$ cat config.mk
export PLATFORM = sky130hd
export DESIGN_NAME = elevator_call_scheduler
export DESIGN_NICKNAME = d
export VERILOG_FILES = /design/src/hw/rtl/ecs_pkg.sv /design/src/hw/rtl/ecs_queue.sv /design/src/hw/rtl/ecs_dp.sv /design/src/hw/rtl/ecs_ctrl.sv /design/src/hw/rtl/elevator_call_scheduler.sv
export SDC_FILE = /design/constraint.sdc
export NUM_CORES = 1
export LEC_CHECK = 0
export BUFFER_PORTS_ARGS = -buffer_cell sky130_fd_sc_hd__buf_2
export CAP_MARGIN = 20
export CORE_ASPECT_RATIO = 0.75
export CORE_MARGIN = 2
export CORE_UTILIZATION = 30
export DETAILED_ROUTE_END_ITERATION = 12
export PLACE_DENSITY = 0.54
export RECOVER_POWER = 50
export SYNTH_ARGS = -nofsm -noshare
export SYNTH_HDL_FRONTEND = slang
export SYNTH_SLANG_ARGS = --single-unit
$ cat constraint.sdc
create_clock -name i_clk -period 4.6 [get_ports i_clk]
set_clock_uncertainty 0.1 [all_clocks]
set_input_delay 0.46 -clock i_clk [delete_from_list [all_inputs] [get_ports i_clk]]
set_output_delay 0.46 -clock i_clk [all_outputs]
set_load 0.02 [all_outputs]
$ cat src/hw/rtl/ecs_pkg.sv
package ecs_pkg;

    localparam int MAX_FLOOR_DEF   = 16;
    localparam int QUEUE_DEPTH_DEF = 16;
    localparam int FLOOR_W         = 5;

    localparam logic [1:0] KIND_TICK  = 2'd0;
    localparam logic [1:0] KIND_CABIN = 2'd1;
    localparam logic [1:0] KIND_HALL  = 2'd2;

    localparam logic [1:0] ACT_IDLE = 2'd0;
    localparam logic [1:0] ACT_PASS = 2'd1;
    localparam logic [1:0] ACT_STOP = 2'd2;
    localparam logic [1:0] ACT_CALL = 2'd3;

    typedef struct packed {
        logic [1:0]         kind;
        logic [FLOOR_W-1:0] call_floor;
    } t_in_item;

    typedef struct packed {
        logic [1:0]         action;
        logic [FLOOR_W-1:0] floor;
        logic               call_dropped;
    } t_out_item;

    typedef enum logic [3:0] {
        S_IDLE, S_DECODE, S_POPC_W, S_POPH_W, S_REMC, S_REMC_W, S_REMH_W,
        S_ARRIVE, S_NPC_W, S_NPH_W, S_STEP, S_FIN
    } t_state;

    typedef enum logic [1:0] {Q_IDLE, Q_SCAN, Q_SHIFT} t_qphase;

    typedef struct packed {
        logic       load_in;
        logic       push_c;
        logic       push_h;
        logic       pop_c;
        logic       pop_h;
        logic       rem_c;
        logic       rem_h;
        logic       goal_c;
        logic       goal_h;
        logic       goal_clr;
        logic       step;
        logic       load_out;
        logic [1:0] act;
        logic       dropped;
    } t_cmd;

    typedef struct packed {
        logic [1:0] kind;
        logic       floor_ok;
        logic       c_full;
        logic       h_full;
        logic       goal_zero;
        logic       arrived;
        logic       c_done;
        logic       c_hit;
        logic       h_done;
        logic       h_hit;
        logic       out_free;
    } t_sts;

endpackage

$ cat src/hw/rtl/ecs_queue.sv
module ecs_queue #(
    parameter int DEPTH = ecs_pkg::QUEUE_DEPTH_DEF
) (
    input  logic                        i_clk,
    input  logic                        i_rst_n,
    input  logic                        i_push,
    input  logic [ecs_pkg::FLOOR_W-1:0] i_push_data,
    input  logic                        i_find,
    input  logic                        i_head_only,
    input  logic [ecs_pkg::FLOOR_W-1:0] i_key,
    output logic                        o_full,
    output logic                        o_done,
    output logic                        o_hit,
    output logic [ecs_pkg::FLOOR_W-1:0] o_head
);
    localparam int CW = $clog2(DEPTH + 1);
    localparam int IW = $clog2(DEPTH);

    logic [ecs_pkg::FLOOR_W-1:0] r_mem [DEPTH];
    logic [CW-1:0]               r_count;
    logic [CW-1:0]               r_idx;
    ecs_pkg::t_qphase            r_phase;
    logic                        r_head_only;
    logic [ecs_pkg::FLOOR_W-1:0] r_key;
    logic                        r_done;
    logic                        r_hit;
    logic [ecs_pkg::FLOOR_W-1:0] r_head;
    logic [IW-1:0]               rd_addr;
    logic [ecs_pkg::FLOOR_W-1:0] rd_data;
    logic                        idx_in;
    logic                        next_in;

    assign idx_in  = r_idx < r_count;
    assign next_in = (r_idx + CW'(1)) < r_count;
    assign rd_addr = (r_phase == ecs_pkg::Q_SHIFT) ? r_idx[IW-1:0] + IW'(1) : r_idx[IW-1:0];
    assign rd_data = r_mem[rd_addr];
    assign o_full  = r_count == CW'(DEPTH);
    assign o_done  = r_done;
    assign o_hit   = r_hit;
    assign o_head  = r_head;

    always_ff @(posedge i_clk) begin
        if (i_push && !o_full) begin
            r_mem[r_count[IW-1:0]] <= i_push_data;
        end else if (r_phase == ecs_pkg::Q_SHIFT && next_in) begin
            r_mem[r_idx[IW-1:0]] <= rd_data;
        end
    end

    always_ff @(posedge i_clk) begin
        if (!i_rst_n) begin
            r_count <= '0;
            r_phase <= ecs_pkg::Q_IDLE;
            r_done  <= 1'b0;
            r_hit   <= 1'b0;
            r_idx   <= '0;
        end else begin
            r_done <= 1'b0;
            case (r_phase)
                ecs_pkg::Q_IDLE: begin
                    if (i_push && !o_full) begin
                        r_count <= r_count + CW'(1);
                    end
                    if (i_find) begin
                        r_idx       <= '0;
                        r_key       <= i_key;
                        r_head_only <= i_head_only;
                        r_phase     <= ecs_pkg::Q_SCAN;
                    end
                end
                ecs_pkg::Q_SCAN: begin
                    if (!idx_in) begin
                        r_done  <= 1'b1;
                        r_hit   <= 1'b0;
                        r_phase <= ecs_pkg::Q_IDLE;
                    end else if (r_head_only || rd_data == r_key) begin
                        r_head  <= rd_data;
                        r_phase <= ecs_pkg::Q_SHIFT;
                    end else begin
                        r_idx <= r_idx + CW'(1);
                    end
                end
                ecs_pkg::Q_SHIFT: begin
                    if (next_in) begin
                        r_idx <= r_idx + CW'(1);
                    end else begin
                        r_count <= r_count - CW'(1);
                        r_done  <= 1'b1;
                        r_hit   <= 1'b1;
                        r_phase <= ecs_pkg::Q_IDLE;
                    end
                end
                default: r_phase <= ecs_pkg::Q_IDLE;
            endcase
        end
    end
endmodule

$ cat src/hw/rtl/ecs_dp.sv
module ecs_dp #(
    parameter int MAX_FLOOR   = ecs_pkg::MAX_FLOOR_DEF,
    parameter int QUEUE_DEPTH = ecs_pkg::QUEUE_DEPTH_DEF
) (
    input  logic                        i_clk,
    input  logic                        i_rst_n,
    input  ecs_pkg::t_cmd               i_cmd,
    output ecs_pkg::t_sts               o_sts,
    input  ecs_pkg::t_in_item           i_item,
    input  logic                        i_cfg_we,
    input  logic [ecs_pkg::FLOOR_W-1:0] i_cfg_data,
    input  logic                        i_out_stall,
    output logic                        o_out_valid,
    output ecs_pkg::t_out_item          o_out_item
);
    localparam int FW = ecs_pkg::FLOOR_W;

    ecs_pkg::t_in_item  r_in;
    logic [FW-1:0]      r_pos;
    logic [FW-1:0]      r_goal;
    logic               r_ovalid;
    ecs_pkg::t_out_item r_out;
    logic [FW-1:0]      n_pos;
    logic [FW-1:0]      cfg_floor;
    logic               c_full, h_full, c_done, h_done, c_hit, h_hit;
    logic [FW-1:0]      c_head, h_head;

    ecs_queue #(.DEPTH(QUEUE_DEPTH)) u_cabin (
        .i_clk(i_clk), .i_rst_n(i_rst_n),
        .i_push(i_cmd.push_c), .i_push_data(r_in.call_floor),
        .i_find(i_cmd.pop_c | i_cmd.rem_c), .i_head_only(i_cmd.pop_c), .i_key(r_pos),
        .o_full(c_full), .o_done(c_done), .o_hit(c_hit), .o_head(c_head)
    );

    ecs_queue #(.DEPTH(QUEUE_DEPTH)) u_hall (
        .i_clk(i_clk), .i_rst_n(i_rst_n),
        .i_push(i_cmd.push_h), .i_push_data(r_in.call_floor),
        .i_find(i_cmd.pop_h | i_cmd.rem_h), .i_head_only(i_cmd.pop_h), .i_key(r_pos),
        .o_full(h_full), .o_done(h_done), .o_hit(h_hit), .o_head(h_head)
    );

    always_comb begin
        if (i_cfg_data == '0) begin
            cfg_floor = FW'(1);
        end else if (32'(i_cfg_data) > MAX_FLOOR) begin
            cfg_floor = FW'(MAX_FLOOR);
        end else begin
            cfg_floor = i_cfg_data;
        end
        if (r_pos < r_goal) begin
            n_pos = r_pos + FW'(1);
        end else if (r_pos > r_goal) begin
            n_pos = r_pos - FW'(1);
        end else begin
            n_pos = r_pos;
        end
    end

    always_comb begin
        o_sts.kind      = r_in.kind;
        o_sts.floor_ok  = (r_in.call_floor != '0) && (32'(r_in.call_floor) <= MAX_FLOOR);
        o_sts.c_full    = c_full;
        o_sts.h_full    = h_full;
        o_sts.goal_zero = r_goal == '0;
        o_sts.arrived   = r_goal == r_pos;
        o_sts.c_done    = c_done;
        o_sts.c_hit     = c_hit;
        o_sts.h_done    = h_done;
        o_sts.h_hit     = h_hit;
        o_sts.out_free  = !(r_ovalid && i_out_stall);
    end

    always_ff @(posedge i_clk) begin
        if (i_cmd.load_in) begin
            r_in <= i_item;
        end
        if (i_cmd.load_out) begin
            r_out.action       <= i_cmd.act;
            r_out.floor        <= r_pos;
            r_out.call_dropped <= i_cmd.dropped;
        end
    end

    always_ff @(posedge i_clk) begin
        if (!i_rst_n) begin
            r_pos    <= FW'(1);
            r_goal   <= '0;
            r_ovalid <= 1'b0;
        end else begin
            if (i_cfg_we) begin
                r_pos <= cfg_floor;
            end else if (i_cmd.step) begin
                r_pos <= n_pos;
            end
            if (i_cmd.goal_c) begin
                r_goal <= c_head;
            end else if (i_cmd.goal_h) begin
                r_goal <= h_head;
            end else if (i_cmd.goal_clr) begin
                r_goal <= '0;
            end
            if (i_cmd.load_out) begin
                r_ovalid <= 1'b1;
            end else if (!i_out_stall) begin
                r_ovalid <= 1'b0;
            end
        end
    end

    assign o_out_valid = r_ovalid;
    assign o_out_item  = r_out;
endmodule

$ cat src/hw/rtl/ecs_ctrl.sv
module ecs_ctrl (
    input  logic          i_clk,
    input  logic          i_rst_n,
    input  logic          i_valid,
    output logic          o_stall,
    input  ecs_pkg::t_sts i_sts,
    output ecs_pkg::t_cmd o_cmd
);
    ecs_pkg::t_state r_state, n_state;
    logic            r_hit, n_hit;
    logic            r_arr, n_arr;

    always_ff @(posedge i_clk) begin
        if (!i_rst_n) begin
            r_state <= ecs_pkg::S_IDLE;
            r_hit   <= 1'b0;
            r_arr   <= 1'b0;
        end else begin
            r_state <= n_state;
            r_hit   <= n_hit;
            r_arr   <= n_arr;
        end
    end

    assign o_stall = r_state != ecs_pkg::S_IDLE;

    always_comb begin
        n_state = r_state;
        n_hit   = r_hit;
        n_arr   = r_arr;
        o_cmd   = '0;
        o_cmd.act = (r_hit || r_arr) ? ecs_pkg::ACT_STOP : ecs_pkg::ACT_PASS;
        case (r_state)
            ecs_pkg::S_IDLE: begin
                if (i_valid) begin
                    o_cmd.load_in = 1'b1;
                    n_state = ecs_pkg::S_DECODE;
                end
            end
            ecs_pkg::S_DECODE: begin
                case (i_sts.kind)
                    ecs_pkg::KIND_TICK: begin
                        if (!i_sts.goal_zero) begin
                            n_state = ecs_pkg::S_REMC;
                        end else begin
                            o_cmd.pop_c = 1'b1;
                            n_state = ecs_pkg::S_POPC_W;
                        end
                    end
                    ecs_pkg::KIND_CABIN, ecs_pkg::KIND_HALL: begin
                        o_cmd.act = ecs_pkg::ACT_IDLE;
                        if (i_sts.out_free) begin
                            o_cmd.load_out = 1'b1;
                            n_state = ecs_pkg::S_IDLE;
                            if (i_sts.floor_ok) begin
                                if ((i_sts.kind == ecs_pkg::KIND_CABIN) ? i_sts.c_full
                                                                        : i_sts.h_full) begin
                                    o_cmd.dropped = 1'b1;
                                end else begin
                                    o_cmd.act    = ecs_pkg::ACT_CALL;
                                    o_cmd.push_c = i_sts.kind == ecs_pkg::KIND_CABIN;
                                    o_cmd.push_h = i_sts.kind == ecs_pkg::KIND_HALL;
                                end
                            end
                        end
                    end
                    default: begin
                        o_cmd.act = ecs_pkg::ACT_IDLE;
                        if (i_sts.out_free) begin
                            o_cmd.load_out = 1'b1;
                            n_state = ecs_pkg::S_IDLE;
                        end
                    end
                endcase
            end
            ecs_pkg::S_POPC_W: begin
                if (i_sts.c_done) begin
                    if (i_sts.c_hit) begin
                        o_cmd.goal_c = 1'b1;
                        n_state = ecs_pkg::S_REMC;
                    end else begin
                        o_cmd.pop_h = 1'b1;
                        n_state = ecs_pkg::S_POPH_W;
                    end
                end
            end
            ecs_pkg::S_POPH_W: begin
                if (i_sts.h_done) begin
                    if (i_sts.h_hit) begin
                        o_cmd.goal_h = 1'b1;
                        n_state = ecs_pkg::S_REMC;
                    end else begin
                        n_state = ecs_pkg::S_FIN;
                        n_hit   = 1'b0;
                        n_arr   = 1'b0;
                    end
                end
            end
            ecs_pkg::S_REMC: begin
                o_cmd.rem_c = 1'b1;
                n_state = ecs_pkg::S_REMC_W;
            end
            ecs_pkg::S_REMC_W: begin
                if (i_sts.c_done) begin
                    if (i_sts.c_hit) begin
                        n_hit   = 1'b1;
                        n_state = ecs_pkg::S_ARRIVE;
                    end else begin
                        o_cmd.rem_h = 1'b1;
                        n_state = ecs_pkg::S_REMH_W;
                    end
                end
            end
            ecs_pkg::S_REMH_W: begin
                if (i_sts.h_done) begin
                    n_hit   = i_sts.h_hit;
                    n_state = ecs_pkg::S_ARRIVE;
                end
            end
            ecs_pkg::S_ARRIVE: begin
                n_arr = i_sts.arrived;
                if (i_sts.arrived) begin
                    o_cmd.pop_c = 1'b1;
                    n_state = ecs_pkg::S_NPC_W;
                end else begin
                    n_state = ecs_pkg::S_STEP;
                end
            end
            ecs_pkg::S_NPC_W: begin
                if (i_sts.c_done) begin
                    if (i_sts.c_hit) begin
                        o_cmd.goal_c = 1'b1;
                        n_state = ecs_pkg::S_STEP;
                    end else begin
                        o_cmd.pop_h = 1'b1;
                        n_state = ecs_pkg::S_NPH_W;
                    end
                end
            end
            ecs_pkg::S_NPH_W: begin
                if (i_sts.h_done) begin
                    if (i_sts.h_hit) begin
                        o_cmd.goal_h = 1'b1;
                        n_state = ecs_pkg::S_STEP;
                    end else begin
                        o_cmd.goal_clr = 1'b1;
                        n_state = ecs_pkg::S_FIN;
                    end
                end
            end
            ecs_pkg::S_STEP: begin
                if (i_sts.out_free) begin
                    o_cmd.step     = 1'b1;
                    o_cmd.load_out = 1'b1;
                    n_state = ecs_pkg::S_IDLE;
                end
            end
            ecs_pkg::S_FIN: begin
                if (!r_hit && !r_arr) begin
                    o_cmd.act = ecs_pkg::ACT_IDLE;
                end
                if (i_sts.out_free) begin
                    o_cmd.load_out = 1'b1;
                    n_state = ecs_pkg::S_IDLE;
                end
            end
            default: n_state = ecs_pkg::S_IDLE;
        endcase
    end
endmodule

$ cat src/hw/rtl/elevator_call_scheduler.sv
// Elevator call scheduler: takes one item at a time (floor tick, cabin call or
// hall call) and returns exactly one result item per input item. Calls go into
// two queues of QUEUE_DEPTH entries held in registers; a tick pops a target when
// none is held, removes the first queued call for the current floor (cabin queue
// first), reports a stop or a pass, and steps the cabin one floor toward its
// target unless it has arrived with no further call; with no target and no
// queued call it reports idle. Each queue operation a tick needs (pop a target,
// remove from the cabin queue, remove from the hall queue, pop the next target)
// is one pass that scans up to the match and then shifts the entries behind it
// down, one entry a cycle. The next item is taken once the controller is back
// in idle; a finished result waits in the output register and only holds the
// block when a second result is due.
// Writing start_floor (saturated into 1 to MAX_FLOOR) moves the cabin at once;
// write it only while the block is idle.
module elevator_call_scheduler #(
    parameter int MAX_FLOOR   = ecs_pkg::MAX_FLOOR_DEF,
    parameter int QUEUE_DEPTH = ecs_pkg::QUEUE_DEPTH_DEF
) (
    input  logic                        i_clk,
    input  logic                        i_rst_n,
    input  logic                        i_valid,
    output logic                        o_stall,
    input  ecs_pkg::t_in_item           i_item,
    output logic                        o_valid,
    input  logic                        i_stall,
    output ecs_pkg::t_out_item          o_item,
    input  logic                        i_cfg_we,
    input  logic [ecs_pkg::FLOOR_W-1:0] i_cfg_data
);
    ecs_pkg::t_cmd cmd;
    ecs_pkg::t_sts sts;

    // Sequence each item through the queue operations.
    ecs_ctrl u_ctrl (
        .i_clk   (i_clk),
        .i_rst_n (i_rst_n),
        .i_valid (i_valid),
        .o_stall (o_stall),
        .i_sts   (sts),
        .o_cmd   (cmd)
    );

    // Hold queues, position, target and the output register.
    ecs_dp #(
        .MAX_FLOOR   (MAX_FLOOR),
        .QUEUE_DEPTH (QUEUE_DEPTH)
    ) u_dp (
        .i_clk       (i_clk),
        .i_rst_n     (i_rst_n),
        .i_cmd       (cmd),
        .o_sts       (sts),
        .i_item      (i_item),
        .i_cfg_we    (i_cfg_we),
        .i_cfg_data  (i_cfg_data),
        .i_out_stall (i_stall),
        .o_out_valid (o_valid),
        .o_out_item  (o_item)
    );
endmodule

## After elaboration in Yosys (flattened, before gate mapping)

Memory sizes are Yosys's and may differ from the RTL's.
Cells that the tools add are included.

| storage, ports and cells | value |
|---|---|
| logic and storage cells | 284 |
| input port bits | 17 |
| output and inout port bits | 10 |
| register bits after elaboration | 82 |
| memory bits (writable) | 160 |
| memories kept | 2 |

| operators by class | value |
|---|---|
| order comparisons | 8 |
| add/subtract/negate cells | 10 |
| reductions and logical operators | 55 |
| equal/unequal tests | 48 |
| multiplexer cells | 129 |
| bitwise logic cells | 5 |

Memory list:

| memory | words | width | rd ports | clocked after memory_dff | write ports | line | RTL |
|---|---|---|---|---|---|---|---|
| u_dp.u_cabin.r_mem | 16 | 5 | 1 | 0 | 1 | ecs_queue.sv:19 | `logic [ecs_pkg::FLOOR_W-1:0] r_mem [DEPTH];` |
| u_dp.u_hall.r_mem | 16 | 5 | 1 | 0 | 1 | ecs_queue.sv:19 |  |

Operators with widths:

| cell | number |
|---|---|
| two-way mux 5 bit | 23 |
| two-way mux 4 bit | 15 |
| two-way mux 1 bit | 50 |
| one-hot mux 4 bit (11 select lines) | 1 |
| two-way mux 2 bit | 20 |
| inequality test 2 bit (second input constant) | 16 |
| one-hot mux 5 bit (3 select lines) | 2 |
| AND reduction 3 bit | 9 |
| adder 5 x 1 -> 5 bit (second input constant) | 5 |
| less-than comparator 5 bit | 5 |
| one-hot mux 5 bit (2 select lines) | 2 |
| equality test 4 x 3 -> 1 bit (second input constant) | 4 |
| equality test 4 bit (second input constant) | 4 |
| inequality test 2 x 1 -> 1 bit (second input constant) | 8 |
| equality test 5 bit | 3 |
| nonzero test 3 bit | 5 |
| subtractor 5 x 1 -> 5 bit (second input constant) | 3 |
| one-hot mux 1 bit (2 select lines) | 7 |
| one-hot mux 2 bit (3 select lines) | 2 |
| nonzero test 2 bit | 6 |
| equality test 5 bit (second input constant) | 2 |
| logical NOT 5 bit | 2 |
| AND reduction 5 bit | 2 |
| OR reduction 5 bit | 2 |
| 28 further kinds | 57 |

## Longest topological paths before layout

Gate-level depths: netlist (run 1).

| depth | value |
|---|---|
| word-level depth | 12 |
| depth in mapped cells | 16 |
| depth with buffers taken out | 16 |

## Modules after synthesis

Synthesis (run 1) repeated with hierarchy kept, for this count alone.

| second synthesis, totals | value |
|---|---|
| cells, all modules | 1061 |
| area total of the unflattened synthesis | 12697.2 um^2 |

Modules (own cells, without submodules):

| module | area an instance (um^2) | instances | cells each | sequential area each (um^2) |
|---|---|---|---|---|
| ecs_queue at u_dp.u_cabin | 5190.0 | 1 | 406 | 3012.9 |
| ecs_queue at u_dp.u_hall | 5143.7 | 1 | 382 | 3012.9 |
| ecs_dp | 1401.3 | 1 | 137 | 670.6 |
| ecs_ctrl | 962.2 | 1 | 136 | 120.1 |

## Worst setup path after synthesis (run 1)

Ideal clock, no wire load.

| path | value |
|---|---|
| path kind | reg2reg |
| start | register u_dp.u_cabin.r_phase[0] |
| end | register u_dp.u_cabin.r_head, in the netlist u_dp.u_cabin.o_head[0] (enable) |
| period minus slack after synthesis | 3528 ps |
| slack | 1072 ps |
| data arrival time | 3054 ps |
| required time | 4126 ps |
| setup time | 374 ps |
| buffers on the path | 1 |
| cell stages (with the launch flop) | 12 |
| cell sequence | dfxtp_1 -> inv_1 -> ha_1 -> xor2_1 -> buf_2 -> mux4_2 -> o21ai_0 -> nand4_1 -> xor2_1 -> nor3_1 -> a31oi_1 -> nor3_1 |

| on the way | value |
|---|---|
| word-level cells in the longest chain between the ends | 6 |
| elaborated cells between the ends (all ways) | 7 |
| those cells by class | eq/ne (3); mux (1); reduce/logical (2); memory (1) |

Ends and longest elaborated chain:

| what | line | RTL |
|---|---|---|
| from (decl) | ecs_queue.sv:22 | `ecs_pkg::t_qphase r_phase;` |
| from (signal assigned) | ecs_queue.sv:53 | `r_phase <= ecs_pkg::Q_IDLE;` |
| from (signal assigned) | ecs_queue.sv:68 | `r_phase <= ecs_pkg::Q_SCAN;` |
| from (signal assigned) | ecs_queue.sv:75 | `r_phase <= ecs_pkg::Q_IDLE;` |
| equality test 2 bit | ecs_queue.sv:35 | `assign rd_addr = (r_phase == ecs_pkg::Q_SHIFT) ? r_idx[IW-1:0] + IW'(1) : r_idx[IW-1:0];` |
| two-way mux 4 bit | ecs_queue.sv:35 |  |
| memory read (16 x 5 bit) | n/a |  |
| net u_dp.u_cabin.rd_data (one bit) | ecs_queue.sv:29 | `logic [ecs_pkg::FLOOR_W-1:0] rd_data;` |
| equality test 5 bit | ecs_queue.sv:76 | `end else if (r_head_only \|\| rd_data == r_key) begin` |
| logical OR 1 bit | ecs_queue.sv:76 |  |
| AND reduction 4 bit (no source line) | n/a |  |
| to (signal assigned) | ecs_queue.sv:77 | `r_head <= rd_data;` |
| to (decl) | ecs_queue.sv:27 | `logic [ecs_pkg::FLOOR_W-1:0] r_head;` |

The timed path passes the listed nets, and every way through them passes these cells.
A chain may end at the register's enable or synchronous reset.

## Worst setup path after layout (run 1)

| path | value |
|---|---|
| start | register u_dp.u_hall.r_phase[0] |
| end | register u_dp.u_hall.r_idx[3] |

| on the way | value |
|---|---|
| word-level cells in the longest chain between the ends | 7 |
| elaborated cells between the ends (all ways) | 14 |
| those cells by class | eq/ne (7); mux (2); reduce/logical (4); memory (1) |

Ends and longest elaborated chain:

| what | line | RTL |
|---|---|---|
| from (decl) | ecs_queue.sv:22 |  |
| from (signal assigned) | ecs_queue.sv:53 |  |
| from (signal assigned) | ecs_queue.sv:68 |  |
| from (signal assigned) | ecs_queue.sv:75 |  |
| equality test 2 bit | ecs_queue.sv:35, ecs_queue.sv:59 |  |
| two-way mux 4 bit | ecs_queue.sv:35 |  |
| memory read (16 x 5 bit) | n/a |  |
| equality test 5 bit | ecs_queue.sv:76 |  |
| logical OR 1 bit | ecs_queue.sv:76 |  |
| inequality test 2 bit (no source line) | n/a |  |
| AND reduction 5 bit (no source line) | n/a |  |
| to (signal assigned) | ecs_queue.sv:80 | `r_idx <= r_idx + CW'(1);` |
| to (signal assigned) | ecs_queue.sv:85 | `r_idx <= r_idx + CW'(1);` |
| to (decl) | ecs_queue.sv:21 | `logic [CW-1:0] r_idx;` |

Several ways; a longest one is shown, not always the timed one.

==> results of run 1 <==
==> cell families after synthesis <==
group                      Yosys count  share of synthesized area
AOI/OAI and AO/OA                  191                     0.1070
xor gates and xnor gates            43                    0.03252
adders and majority gates           41                    0.04323
buffers and inverters               86                    0.03076
DFF                                242                     0.5661
muxes                               80                     0.1013
and+or+nand+nor                    291                     0.1191
==> worst max-delay path, stage by stage, from the launching register on <==
cell and delay (ns):
dfxtp_1 0.33, inv_1 0.11, ha_1 0.30, clkbuf_1 0.42, and3_1 0.24, a32oi_1 0.15, a2111oi_0 1.13, nor4_1 0.20
nor4_4 0.32, a41oi_1 0.24, o2111a_1 0.42, mux2i_1 0.16
==> per-layer routing <==
metal / GRT usage / vias to the layer above
met5: 0 / -
met4: 0.03636 / 0
met3: 0.02722 / 43
met2: 0.2009 / 206
met1: 0.2232 / 3978
li1: - / 3752
==> cells in the mapped netlist, types with 4 or more instances <==
library cell / count / area (sq um)
nor2_1: 91 / 341.6
a32oi_1: 4 / 35.03
nor2b_1: 7 / 43.79
o21ai_0: 39 / 195.2
xnor2_1: 25 / 219.0
mux4_1: 5 / 131.4
nor3_1: 15 / 75.07
mux4_2: 25 / 563.0
and3_1: 8 / 50.05
o21a_1: 6 / 45.04
dfxtp_1: 45 / 900.9
o22ai_1: 6 / 37.54
mux2_2: 17 / 191.4
nor3b_1: 6 / 45.04
a21boi_0: 5 / 37.54
a222oi_1: 5 / 50.05
a31oi_1: 19 / 118.9
a211oi_1: 8 / 60.06
xor2_1: 16 / 140.1
a21o_1: 9 / 67.56
nand2_1: 68 / 255.2
ha_1: 40 / 500.5
nand3b_1: 7 / 52.55
and2_1: 5 / 31.28
nand2b_1: 13 / 81.33
mux2i_1: 32 / 320.3
or2_2: 5 / 31.28
buf_2: 7 / 35.03
nand4_1: 9 / 56.30
nor4_1: 9 / 56.30
nand3_1: 31 / 155.2
a21oi_1: 47 / 235.2
clkbuf_1: 35 / 131.4
inv_1: 35 / 131.4
edfxtp_1: 197 / 5916
==> power breakdown <==
part / switching [mW] / total (mW) / internal, mW
sequential: 0.0572 / 2.52 / 2.46
clock: 0.875 / 2.06 / 1.19
combinational: 0.677 / 1.15 / 0.472
total: 1.61 / 5.73 / 4.13
==> stage by stage <==
stage,util,hold WS (ns),cells,setup WS (ns)
2_1_floorplan,-,0.3521,974,1.072
3_3_place_gp,0.3232,0.3723,1495,0.6665
3_5_place_dp,0.3232,0.3801,1495,0.5917
4_1_cts,0.3443,0.02800,1542,0.5406
5_1_grt,0.3430,0.07790,1542,0.1562
6_report,0.3430,0.09418,1542,0.3434
==> area by class of cell <==
class	count	area [sq um]	share of cell area
flip-flops and latches	242	6817	0.5022
multi-input cells	646	4865	0.3584
clock buffers	32	694.4	0.05116
well taps	520	650.6	0.04794
repair buffers	50	266.5	0.01964
clock inverters	15	141.4	0.01042
inverters	37	138.9	0.01023
==> cell usage in the layout (no fill, tap or decap), types with 31 or more instances in the layout <==
master    synthesis  layout
a21oi_1          47      47
inv_1            35      35
edfxtp_1        197     197
nand3_1          31      31
nand2_1          68      68
ha_1             40      40
dfxtp_1          45      45
mux2i_1          32      32
o21ai_0          39      39
nor2_1           91      91
==> path summary, 6_finish.rpt <==
| path | from | to | slack [ns] |
|---|---|---|---|
| setup / recovery | u_dp.u_hall.r_phase[0] | u_dp.u_hall.r_idx[3] | 0.34 |
| hold / removal | i_item[0] | u_dp.r_in[0] | 0.09 |
| hold reg to reg | u_dp.u_cabin.r_phase[0] | u_dp.u_cabin.r_phase[0] | 0.39 |
| setup reg to reg | u_dp.u_hall.r_phase[0] | u_dp.u_hall.r_idx[3] | 0.34 |
==> results.yml, run 1 <==
sta:
  setup_viol: 0
  grt_setup_unrepaired: "false"
  period_needed_ns: 4.257
  final-max-slew-violation-count: 0
  finalCritPeriodShare: 0.9253
  worst_pin_slew_ns: 1.308
  tns_ns: 0
  hold_violations: 0
  fmax_mhz: 234.9
  maxSlewHeadroom: 0.1057
drt:
  viasPerCell: 5.174
  wl_per_cell_um: 19.50
  wirelength_um: 30060
  vias: 7979
  first_pass_iters: 5
  drt_iter0_drc: 810
  route.detailed.drc: 0
  highest_layer: "met4"
  postRouteAntennaNets: 0
  wl_met2_um: 12260
  met1_length_um: 15570
  wl_met3_um: 1685
synthesis:
  avgSynthCellArea_sq_um: 12.36
  ys_async_sr_fraction: 0
  synth_fp_nets: 1032
  syn_inst: 974
  syn_area_sq_um: 12040
  yosysWarnings: 0
  synth-seq-area-share: 0.5661
  synth-seq-cells: 242
  synth-edff-count: 197
  synth_flop_cell: "edfxtp_1"
  synth_cell_types: 84
floorplanning:
  io_pins: 27
  chipWidth_um: 235.3
  core-area_sq_um: 39570
  start_util: 0.3043
  dieArea_sq_um: 41770
  rows: 63
  die_h_um: 177.5
cells_and_area:
  fin_area_sq_um: 13570
  drive_gt1_frac: 0.1194
  n_fill_cell: 3900
  num_antenna_cells: 0
  nNetsFinal: 1061
  syn2layout_area_growth_pct: 12.72
pwr:
  p_leak_nw: 4.457
  powerDensity_nw_per_um2: 422.5
  ir_drop_mv: 0.2416
  total_power_mw: 5.734
worst_setup_path:
  required_ns: 4.91
  end_kind: "flop"
  cp.arrival_ns: 4.56
  rr_worst_depth: 11
  start_kind: "flop"
  critPathMaxFanout: 9
  path_class: "reg -> reg"
cts:
  cts-resized-gates: 0
  cts_tree: "done"
  cts-root-buf: "clkbuf_16"
  cts_max_level: 1
  clk_latency_ns: 0.54
  cts_hold_buf: 0
  cts_setup_buffers: 0
  cts_buffer_depth: 3
  cts.sinks: 242
  cts_buffers: 26
  clk_pin_slew_ns: 0.06
job:
  max_cap_violations: 0
placement:
  hpwl_um: 21510
  io_buffers: 26
  place_area_sq_um: 12790
  gp_congestion: 0.9118
global_routing:
  grt_max_degree: 36
  grt_usage: 0.1433
  overflow: 0
  grt_pass1_vias: 7532
  grt_pass1_wl_um: 45980
  antenna_found_initial: 1
min_path:
  worstHoldPathCells: 1
  hp-class: "in -> reg"
status:
  status: "complete, no violations"
No activity file was read; power rests on OpenSTA's default activity.
==> run 2, diff against run 1 <==
--- a/config.mk
+++ b/config.mk
@@ -11,7 +11,7 @@
 export CORE_MARGIN = 2
 export CORE_UTILIZATION = 30
 export DETAILED_ROUTE_END_ITERATION = 12
-export PLACE_DENSITY = 0.54
+export PLACE_DENSITY = 0.51
 export RECOVER_POWER = 50
 export SYNTH_ARGS = -nofsm -noshare
 export SYNTH_HDL_FRONTEND = slang
==> run 2 against run 1 <==
  * Die area stayed put
  * Non-clock buffer count is 7 higher
  * Worst setup slack improved by 0.10 ns
  * Register-to-register slack gained 0.10 ns
  * Via count rose by 0.68%
  * Sequential cell count stayed put
  * Critical endpoint is now u_dp.u_cabin.o_head[1]
  * Combinational power is essentially flat
  * Clock power up 14%
  * Core utilization increased by 0.56 points
  * Largest cell class unchanged
  * Critical path type unchanged
  * Count of clock-buffer cells in the layout up 3
==> results.yml, run 2 (synthesis gave the netlist of run 1 again) <==
worst_setup_path:
  rrSetupSlack_ns: 0.44
  cp.arrival_ns: 4.32
  required_ns: 4.76
  start_kind: "flop"
  critPathMaxFanout: 23
  end_kind: "flop"
  path_class: "reg -> reg"
sta:
  grt_setup_unrepaired: "false"
  fmax_mhz: 240.7
  final-max-slew-violation-count: 0
  tns_ns: 0
  setup_viol: 0
  hold_violations: 0
  worst_pin_slew_ns: 1.157
  maxSlewHeadroom: 0.2285
  period_needed_ns: 4.155
  finalCritPeriodShare: 0.9033
drt:
  first_pass_iters: 5
  viasPerCell: 5.176
  route.detailed.drc: 0
  drt_iter0_drc: 674
  vias: 8033
  wl_per_cell_um: 20.01
  wirelength_um: 31060
  postRouteAntennaNets: 0
pwr:
  powerDensity_nw_per_um2: 438.3
  clock_power_share: 0.389
  power.internal_mw: 4.374
  p_leak_nw: 4.574
  switching_share: 0.2767
  p_comb_frac: 0.193
  netSwitchingPower_mw: 1.673
  ir_drop_mv: 0.2489
  seq_power_share: 0.417
global_routing:
  antenna_found_initial: 0
  grt_pass1_wl_um: 47810
  grt_usage: 0.1491
  grt_pass1_vias: 7672
  overflow: 0
  grt_max_degree: 36
cells_and_area:
  mostFrequentLayoutCell: "edfxtp_1"
  final_cells: 1552
  utilization: 0.3486
  num_antenna_cells: 0
  multiInputGateArea_sq_um: 4863
  drive_gt1_frac: 0.1289
  mostFrequentLayoutCells: "edfxtp_1 (197), nor2_1 (91), nand2_1 (69)"
  nNetsFinal: 1069
  n_fill_cell: 3873
  seq_area_sq_um: 6817
  syn2layout_area_growth_pct: 14.57
cts:
  cts_max_level: 1
  cts_buffer_depth: 3
  cts-root-buf: "clkbuf_16"
  cts_tree: "done"
  cts.sinks: 242
  clk_pin_slew_ns: 0.06
  clk_latency_ns: 0.55
  cts_buffers: 27
floorplanning:
  core-area_sq_um: 39570
  io_pins: 27
  dieArea_sq_um: 41770
  start_util: 0.3043
  chipWidth_um: 235.3
  die_h_um: 177.5
  rows: 63
status:
  status: "complete, no violations"
min_path:
  hp-class: "in -> reg"
placement:
  io_buffers: 26
  hpwl_um: 21930
  gp_congestion: 0.8410
  post-place-cells: 1495
job:
  max_cap_violations: 0
## run 2: cell count changes in the layout (fill, tap and decap cells not counted), moves of 2 or more
cell and change:
buf_4 +4, clkinvlp_4 -3, clkbuf_1 -6, bufinv_16 +3, clkinv_1 -2, inv_8 +2, clkbuf_8 +4, dlygate4sd3_1 +7
## run 2: metal layers
layer  vias to the layer above  track usage  part of all wire
li1                       3755            -                 -
met1                      3963       0.2325              0.51
met2                       281       0.2120              0.41
met3                        34      0.02629             0.067
met4                         0      0.03424             0.017
met5                         -            0                 0
## run 2: critical path: stages (launching register included)
cell	delay (ns)
dfxtp_1	0.32
inv_1	0.11
ha_1	0.51
xor2_4	0.17
clkbuf_2	0.66
mux4_2	0.64
o21ai_0	0.11
nand4_1	0.24
xor2_1	0.21
nor3_1	0.24
a31oi_1	0.17
nor3_1	0.20
buf_4	0.18
## run 2: repair_timing
action,in CTS,in global routing
hold endpoints to repair,7,0
setup buffers,0,0
hold buffers,7,0
gates resized for setup,0,0
setup endpoints to repair,0,0
## run 2: area by class of cell
class	instances	area share
clock buffer	35	0.05405
clock inverter	15	0.01651
inverter	37	0.01007
multi-input combinational	646	0.3525
sequential	242	0.4941
tap	520	0.04716
timing repair buffer	57	0.02558
## run 2: worst paths after layout
check	from	end	cells after the start
setup / recovery	u_dp.u_cabin.r_phase[0]	u_dp.u_cabin.o_head[1]	12
hold / removal	i_cfg_we	u_dp.r_pos[0]	2
setup reg to reg	u_dp.u_cabin.r_phase[0]	u_dp.u_cabin.o_head[1]	12
hold reg to reg	u_dp.u_hall.r_phase[0]	u_dp.u_hall.r_phase[0]	2
## run 2: power by group through the flow
stage	Sequential (mW)	Combinational, mW	Clock [mW]
4_1_cts	2.52	1.18	2.41
6_report	2.52	1.17	2.35
3_3_place_gp	2.57	1.17	0
5_1_grt	2.53	1.27	2.48
2_1_floorplan	2.55	0.865	0
3_5_place_dp	2.57	1.17	0
## run 2: per-stage QoR
step | hold slack (ns) | power (mW) | worst slack [ns] | area, sq um
after global placement | 0.3834 | 3.735 | 0.7766 | 12790
after global routing | 0.06937 | 6.286 | 0.1422 | 13800
after CTS | 0.04653 | 6.112 | 0.6391 | 13830
after floorplan | 0.3521 | 3.415 | 1.072 | 12040
final | 0.06857 | 6.047 | 0.4448 | 13800
after detailed placement | 0.3836 | 3.734 | 0.6579 | 12790
==> run 3, diff against run 2 <==
--- a/config.mk
+++ b/config.mk
@@ -8,7 +8,7 @@
 export BUFFER_PORTS_ARGS = -buffer_cell sky130_fd_sc_hd__buf_2
 export CAP_MARGIN = 20
 export CORE_ASPECT_RATIO = 0.75
-export CORE_MARGIN = 2
+export CORE_MARGIN = 3
 export CORE_UTILIZATION = 30
 export DETAILED_ROUTE_END_ITERATION = 12
 export PLACE_DENSITY = 0.51
==> run 3 against run 2 <==
  * Routed wire length grew 2.9%
  * Die area grew 2.0%
  * Core utilization is essentially flat
  * Worst setup slack lost 0.13 ns
  * Critical path depth shrank 1
  * Sequential power is essentially flat
  * Combinational power is essentially flat
  * Final area shrank 1.6%
  * Via count grew 0.32%
  * Sequential share of layout area grew 0.82 points
  * Clock power shrank 13%
  * Largest power group unchanged
==> results.yml, run 3 (synthesis gave the netlist of run 1 again) <==
global_routing:
  overflow: 0
  grt_pass1_vias: 7431
  grt_util_met3: 0.03263
  grt_pass1_wl_um: 48520
  antenna_found_initial: 0
  busiest_layer: "met1"
  grt_max_degree: 35
  met1_usage: 0.2513
  met2_usage: 0.1798
  grt_usage: 0.1473
cells_and_area:
  utilization: 0.3484
  nNetsFinal: 1062
  syn2layout_area_growth_pct: 12.69
  mostFrequentLayoutCells: "edfxtp_1 (197), nor2_1 (91), nand2_1 (68)"
  num_antenna_cells: 0
  fin_area_sq_um: 13570
  mostFrequentLayoutCell: "edfxtp_1"
  drive_gt1_frac: 0.1211
  final_cells: 1536
cts:
  cts_setup_buffers: 0
  cts-resized-gates: 0
  cts_tree: "done"
  cts.sinks: 242
  cts_buffer_depth: 3
  clk_pin_slew_ns: 0.06
  cts_buffers: 27
  cts_hold_buf: 0
  cts_max_level: 1
  clk_latency_ns: 0.56
  cts-root-buf: "clkbuf_16"
placement:
  io_buffers: 26
  hpwl_um: 23050
  pre_cts_ws_ns: 0.4420
  place_area_sq_um: 12790
  post-place-cells: 1487
  gp_congestion: 0.8549
sta:
  hold_violations: 0
  tns_ns: 0
  worst_pin_slew_ns: 1.137
  maxSlewHeadroom: 0.2419
  fin_ws_ns: 0.3140
  fmax_mhz: 233.3
  grt_setup_unrepaired: "false"
  final-max-slew-violation-count: 0
  period_needed_ns: 4.286
  setup_viol: 0
  finalCritPeriodShare: 0.9317
min_path:
  hp-class: "in -> reg"
pwr:
  p_comb_frac: 0.203
  switching_share: 0.2896
  netSwitchingPower_mw: 1.661
  power.internal_mw: 4.076
  seq_power_share: 0.439
  clock_power_share: 0.358
  ir_drop_mv: 0.2698
  p_leak_nw: 4.479
  powerDensity_nw_per_um2: 422.8
drt:
  postRouteAntennaNets: 0
  drt_iter0_drc: 996
  viasPerCell: 5.247
  vias: 8059
  wl_per_cell_um: 20.81
  wirelength_um: 31960
  first_pass_iters: 5
  route.detailed.drc: 0
status:
  status: "complete, no violations"
worst_setup_path:
  critPathMaxFanout: 20
  cp.arrival_ns: 4.38
  path_class: "reg -> reg"
  start_kind: "flop"
  end_kind: "flop"
  required_ns: 4.70
floorplanning:
  die_h_um: 179.5
  rows: 62
  dieArea_sq_um: 42600
  core-area_sq_um: 38940
  chipWidth_um: 237.3
  start_util: 0.3092
  io_pins: 27
job:
  max_cap_violations: 0
[run 3: changes by cell type in the layout (fill, tap and decap cells not counted), sizes merged]
cell / before / now
clkinv: 6 / 19
dlygate4sd3: 7 / 0
buf: 31 / 27
bufinv: 5 / 1
clkbuf: 54 / 51
inv: 40 / 37
[run 3: layout make-up]
cell class,count,area (sq um)
multi-input combinational,646,4868
timing repair buffer,50,279.0
clock inverter,21,146.4
tap,512,640.6
clock buffer,28,679.4
fill,3861,25370
inverter,37,138.9
sequential,242,6817
[run 3: final timing paths]
kind	startpoint	to	slack [ns]	cells after the start
hold reg to reg	u_dp.u_cabin.r_phase[0]	u_dp.u_cabin.r_phase[0]	0.38	2
hold / removal	i_item[0]	u_dp.r_in[0]	0.07	1
setup / recovery	u_dp.u_cabin.r_idx[1]	u_dp.u_cabin.r_mem[2][0]	0.31	11
setup reg to reg	u_dp.u_cabin.r_idx[1]	u_dp.u_cabin.r_mem[2][0]	0.31	11
[run 3: worst max-delay path: stages, from the launching register on]
cell,delay [ns]
dfxtp_1,0.68
ha_1,0.39
ha_1,0.30
a21boi_0,0.13
o21a_1,0.20
o21a_1,0.16
o21ai_0,0.23
nand3b_1,0.25
or2_2,0.52
nor3b_1,0.33
a31oi_1,0.17
nor2_1,0.47
[run 3: through the flow]
stage	total power [mW]	hold slack (ns)
final	5.737	0.07172
after global routing	5.998	0.06670
after CTS	5.816	0.001603
after detailed placement	3.742	0.3715
after global placement	3.747	0.3668
after floorplan	3.415	0.3521
[run 3: power groups by stage]
stage	combinational, mW	sequential [mW]	clock [mW]
after global routing	1.28	2.53	2.19
after detailed placement	1.18	2.56	0
after floorplan	0.865	2.55	0
after CTS	1.18	2.52	2.11
final	1.17	2.52	2.05
after global placement	1.18	2.56	0
[run 3: routing by layer]
metal  vias up  routed length (um)  share of wire
met1      4012               17090           0.53
met4         0                 716          0.022
met2       260               11940           0.37
li1       3747                   -              -
met3        40                2213          0.069
met5         -                   0              0
